## src/hdl/htq_mul.sv

```systemverilog
// Shared signed multiplier with a registered product.
module htq_mul #(
  parameter int unsigned OP_W = 25
) (
  input  logic                     clk_i,
  input  logic                     en_i,
  input  logic signed [OP_W-1:0]   a_i,
  input  logic signed [OP_W-1:0]   b_i,
  output logic signed [2*OP_W-1:0] prod_o
);

  logic signed [2*OP_W-1:0] prod_q;

  // product register, loaded when the sequencer issues an operation
  always_ff @(posedge clk_i) begin
    if (en_i) begin
      prod_q <= a_i * b_i;
    end
  end

  assign prod_o = prod_q;

endmodule

```

## config.mk

```make
export PLATFORM = sky130hd
export DESIGN_NAME = htq_mul
export DESIGN_NICKNAME = d
export VERILOG_FILES = /design/src/hdl/htq_mul.sv
export SDC_FILE = /design/constraint.sdc
export NUM_CORES = 2
export LEC_CHECK = 0
export ABC_AREA = 1
export ABC_CLOCK_PERIOD_IN_PS = 10000
export BUFFER_PORTS_ARGS = -buffer_cell sky130_fd_sc_hd__buf_2
export CELL_PAD_IN_SITES_DETAIL_PLACEMENT = 1
export CELL_PAD_IN_SITES_GLOBAL_PLACEMENT = 1
export CORE_MARGIN = 3
export CORE_UTILIZATION = 50
export DETAILED_ROUTE_END_ITERATION = 6
export PLACE_DENSITY_LB_ADDON = 0.1
export SLEW_MARGIN = 20
export SYNTH_ARGS = -nofsm -noshare
export SYNTH_HDL_FRONTEND = slang
export SYNTH_SLANG_ARGS = --single-unit
```

## constraint.sdc

```tcl
create_clock -name clk_i -period 10 [get_ports clk_i]
set_input_delay 1.5 -clock clk_i [delete_from_list [all_inputs] [get_ports clk_i]]
set_output_delay 1.5 -clock clk_i [all_outputs]
set_load 0.02 [all_outputs]
```

[After elaboration in Yosys (flattened, before gate mapping)]
Cells that the tools add are included.
W data, S select, Z words.
Storage, ports and cells
  register bits after elaboration: 50
  logic and storage cells: 2
  memory bits (writable): 0
  output and inout port bits: 50
  bits in read-only memories: 0
  bits in latches: 0
  input port bits: 52
  memories kept: 0
Operators by class
  $lt $le $gt $ge: 0
  bitwise logic cells: 0
  reductions and logical operators: 0
  shift-type cells: 0
  multiply operators: 1
  eq/ne operators: 0
  muxes and demuxes: 0
  add/subtract/negate cells: 0
  div/mod/pow operators: 0
Operators by type and width (count)
  $mul A25 B25 Y50: 1

[Longest topological paths before layout]
  word-level depth: 1
  depth in mapped cells: 30
  depth with buffers taken out: 28

[Worst setup path before layout]
Ideal clock, no wire load.
  path type: input-to-reg
  start: input port a_i[24]
  end: register prod_q[47] (netlist: prod_o[47]), data pin
  stages: 23
  data required time: 9747 ps
  buffers on the path: 2
  library setup time: 253 ps
  setup slack: 2162 ps
  arrival: 7585 ps
  cell sequence: clkbuf_1 > clkbuf_1 > nand2_1 > inv_1 > fa_1 > inv_1 > fa_1 > inv_1 > fa_1 > inv_1 > fa_1 > fa_1 > fa_1 > fa_1 > inv_1 > ha_1 > nand2_1 > nor2_1 > nand2_1 > nor3_2 > nand3_1 > nand4_1 > nand2_1
On the way
  longest elaborated chain between the ends: 1
RTL lines
  start, declared: RTL line 7  | input logic signed [OP_W-1:0] a_i,
  $mul A25 B25 Y50: RTL line 17  | prod_q <= a_i * b_i;
  end signal, assigned: RTL line 17
  end, declared: RTL line 12  | logic signed [2*OP_W-1:0] prod_q;
Every way passes these cells.
A chain may end at the register's enable or synchronous reset.

[Final worst setup path]
  start: input port b_i[1]
  end: register prod_q[39] (netlist: prod_o[39]), data pin
On the way
  longest elaborated chain between the ends: 1
RTL lines
  start, declared: RTL line 8  | input logic signed [OP_W-1:0] b_i,
  $mul A25 B25 Y50: RTL line 17
Every way passes these cells.

==> insert_results.sql <==
INSERT INTO impl_metrics (metric_group, metric, value, unit) VALUES
('cts', 'cts_resized', '0', ''),
('synth', 'synth.yosys.warnings', '0', ''),
('synth', 'post_synth_mux_area_share', '0', '%'),
('placed_design', 'dp_cells', '4136', ''),
('drt', 'drt_pre_antenna_iters', '7', ''),
('grt', 'use_met3', '3.086', '%'),
('synth', 'synth.yosys.seq_area_share', '5.582', '%'),
('synth', 'synthAdderAreaFrac', '55.53', '%'),
('hold_path', 'holdCritPathClass', 'primary input to register', ''),
('floorplan', 'floorplan.die.height', '237.9', 'um'),
('cts', 'cts_tree', 'built', ''),
('drt', 'drtIter0Drc', '1091', ''),
('synth', 'synth-simple-area-share', '17.73', '%'),
('placed_design', 'post-dp-hpwl', '70960', 'um'),
('floorplan', 'fp.coreArea', '52870', 'um2'),
('sta', 'timing.final.hold_violations', '0', ''),
('synth', 'netlist_area', '26900', 'um2'),
('drt', 'drc_errors', '0', ''),
('synth', 'synth.lib_cells_used.distinct', '28', ''),
('synth', 'post_synth_main_area_contributors', 'fa_1, inv_1, nand2_1', ''),
('setup_path', 'timing.setup.critical_path_class', 'primary input to register', ''),
('synth', 'syn-instance-count', '3490', ''),
('cts', 'post_cts.repair.setup_buffers', '0', ''),
('layout', 'drive_above_1_share', '5.064', '%'),
('layout', 'final_cell_count_no_fill', '4144', ''),
('synth', 'synthesized_area_divided_by_synthesized_cell_count', '7.708', 'um2'),
('layout', 'flip_flop_count_of_the_largest_register_all_copies_and_words_added', '50', ''),
('grt', 'grt_use_met1', '36.63', '%'),
('sta', 'max_slew_margin', '32.24', '%'),
('sta', 'finalCritPeriodShare', '84.59', '%'),
('outcome', 'run_status', 'finished, final reports clean', ''),
('sta', 'grt_setup_unrepaired', 'no', ''),
('cts', 'cts_num_sinks', '50', ''),
('cts', 'cts.path.max_buffers', '2', ''),
('layout', 'final_net_count', '4306', ''),
('grt', 'vias_in_the_first_global_route', '25430', ''),
('cts', 'htreeDepth', '2', ''),
('layout', 'mostFrequentLayoutCells', 'inv_1, nand2_1, fa_1', ''),
('drt', 'totalWireLength', '83030', 'um'),
('placed_design', 'io_buffer_count', '101', ''),
('floorplan', 'row_count', '84', ''),
('grt', 'grt.overflow.total', '0', ''),
('sta', 'achievable-frequency', '118.2', 'MHz'),
('sta', 'final-setup-viol-count', '0', ''),
('sta', 'timing.setup.tns', '0', 'ps'),
('drt', 'avgViaCountPerCell', '5.127', ''),
('synth', 'synth-compound-area-share', '1.274', '%'),
('layout', 'layout.cells.most_common', 'inv_1', ''),
('synth', 'yosys.area.top_type', 'fa_1', ''),
('synth', 'yosys.area_share.xor_xnor', '1.009', '%'),
('floorplan', 'floorplan.initialDensity', '50.88', '%'),
('drt', 'wire_per_inst', '20.04', 'um'),
('layout', 'insertedDiodeCount', '0', ''),
('floorplan', 'area_of_the_die', '56620', 'um2'),
('cts', 'clock_transition_at_the_registers_of_the_reported_paths', '80', 'ps'),
('floorplan', 'chipWidth', '237.9', 'um'),
('synth', 'fraction_of_post_synthesis_cell_area_in_the_top_cell_type_by_area', '48.97', '%'),
('grt', 'grt_most_used_layer', 'met2', ''),
('grt', 'grt_max_degree', '51', ''),
('cts', 'post_cts_hold_buffer_count', '0', ''),
('grt', 'grt_use_met2', '59.14', '%'),
('sta', 'final_period_minus_worst_setup_slack', '8459', 'ps'),
('placed_design', 'finalWeightedCongestion', '0.9306', ''),
('setup_path', 'crit_required', '10070', 'ps'),
('setup_path', 'cp-end-kind', 'register', ''),
('setup_path', 'worst_ep_arrival_time', '8530', 'ps'),
('cts', 'root_buffer', 'clkbuf_16', ''),
('job', 'maxCapViolations', '0', ''),
('grt', 'initial_antenna_violation_count', '2', ''),
('setup_path', 'critical_path.startpoint_type', 'primary input', ''),
('grt', 'groute.usage.overall', '31.17', '%'),
('layout', 'area.growth.synth_to_final', '3.721', '%'),
('setup_path', 'critical_path_peak_fanout', '25', ''),
('synth', 'synth.ff_latch_count', '50', ''),
('cts', 'cts_made_buffers', '5', ''),
('synth', 'dominant_combinational_cell_family_by_area_after_synthesis', 'adder cells', ''),
('drt', 'num_vias', '21250', ''),
('sta', 'final-max-slew-violation-count', '0', ''),
('drt', 'antenna_left', '0', ''),
('synth', 'post_synth_net_total', '4341', ''),
('grt', 'grt_pass1_wl', '135500', 'um'),
('floorplan', 'io_pins', '102', ''),
('sta', 'worst-slew-pin-transition', '1016', 'ps');
## layer usage
layer | vias up | wire length (um) | part of all wire, %
met2 | 504 | 44670 | 54
met1 | 11130 | 31450 | 38
met5 | - | 11 | 0.013
met3 | 186 | 3408 | 4.1
met4 | 2 | 3490 | 4.2
li1 | 9421 | - | -
## metrics by stage
stage          hold WS [ps]  setup slack, ps  utilization (%)  area, um2
2_1_floorplan          1613             2162                -      26900
3_3_place_gp           1944             1428            52.49      27750
3_5_place_dp           1948             1219            52.49      27750
4_1_cts                1833             1502            52.78      27900
5_1_grt                1856             1134            52.78      27900
6_report               1833             1541            52.78      27900
## synthesized netlist by cell type
master and n:
ha_1 141, fa_1 658, nor3_1 7, inv_2 14, a21o_1 2, nor2_1 86, nor2_2 16, nand2_2 7
nand2_1 995, nand3_2 4, nor3_2 8, nor2_4 3, o211ai_2 1, and2_1 1, nand3_1 41, nand4_1 16
nand3b_1 3, edfxtp_1 50, o21ai_1 1, clkbuf_1 148, xor2_1 20, a21oi_1 44, buf_1 1, o21bai_1 6
o21ai_0 9, xnor2_1 11, inv_1 1190, or2_2 7
## cell type report
cell class | instances | area (um2)
repair buffers | 107 | 550.5
multi-input cells | 2087 | 20320
clock inverters | 3 | 23.77
well taps | 688 | 860.8
inverters | 1204 | 4519
flip-flops and latches | 50 | 1501
clock buffers | 5 | 125.1
fillers | 6677 | 24970
## logic make-up (layout without fill, tap and decap cells)
family | count (synthesis) | in the layout
and+or+nand+nor | 1194 | 1194
adders and majority gates | 799 | 799
AOI/OAI and AO/OA | 63 | 63
buffers and inverters | 1353 | 1319
DFF | 50 | 50
xor gates and xnor gates | 31 | 31
## path summary, 6_finish.rpt
check	startpoint	end	slack (ps)	cells past startpoint
setup / recovery	b_i[1]	prod_o[39]$_DFFE_PP_	1540	22
hold / removal	b_i[0]	prod_o[0]$_DFFE_PP_	1830	4
## critical path: stages
cell and delay, ps:
buf_2 290, nand2_1 190, inv_1 110, fa_1 690, inv_1 140, fa_1 810
inv_1 190, fa_1 900, inv_1 190, fa_1 520, fa_1 570, fa_1 440
fa_1 490, inv_1 40, ha_1 400, nand2_1 120, nor2_1 220, nand2_1 180
nor3_2 180, nand3_1 140, nand4_1 130, nand2_1 70
Power is left out: the tool's default activity adds up to more than one toggle a clock period on the data nets, which glitch-free logic cannot reach.
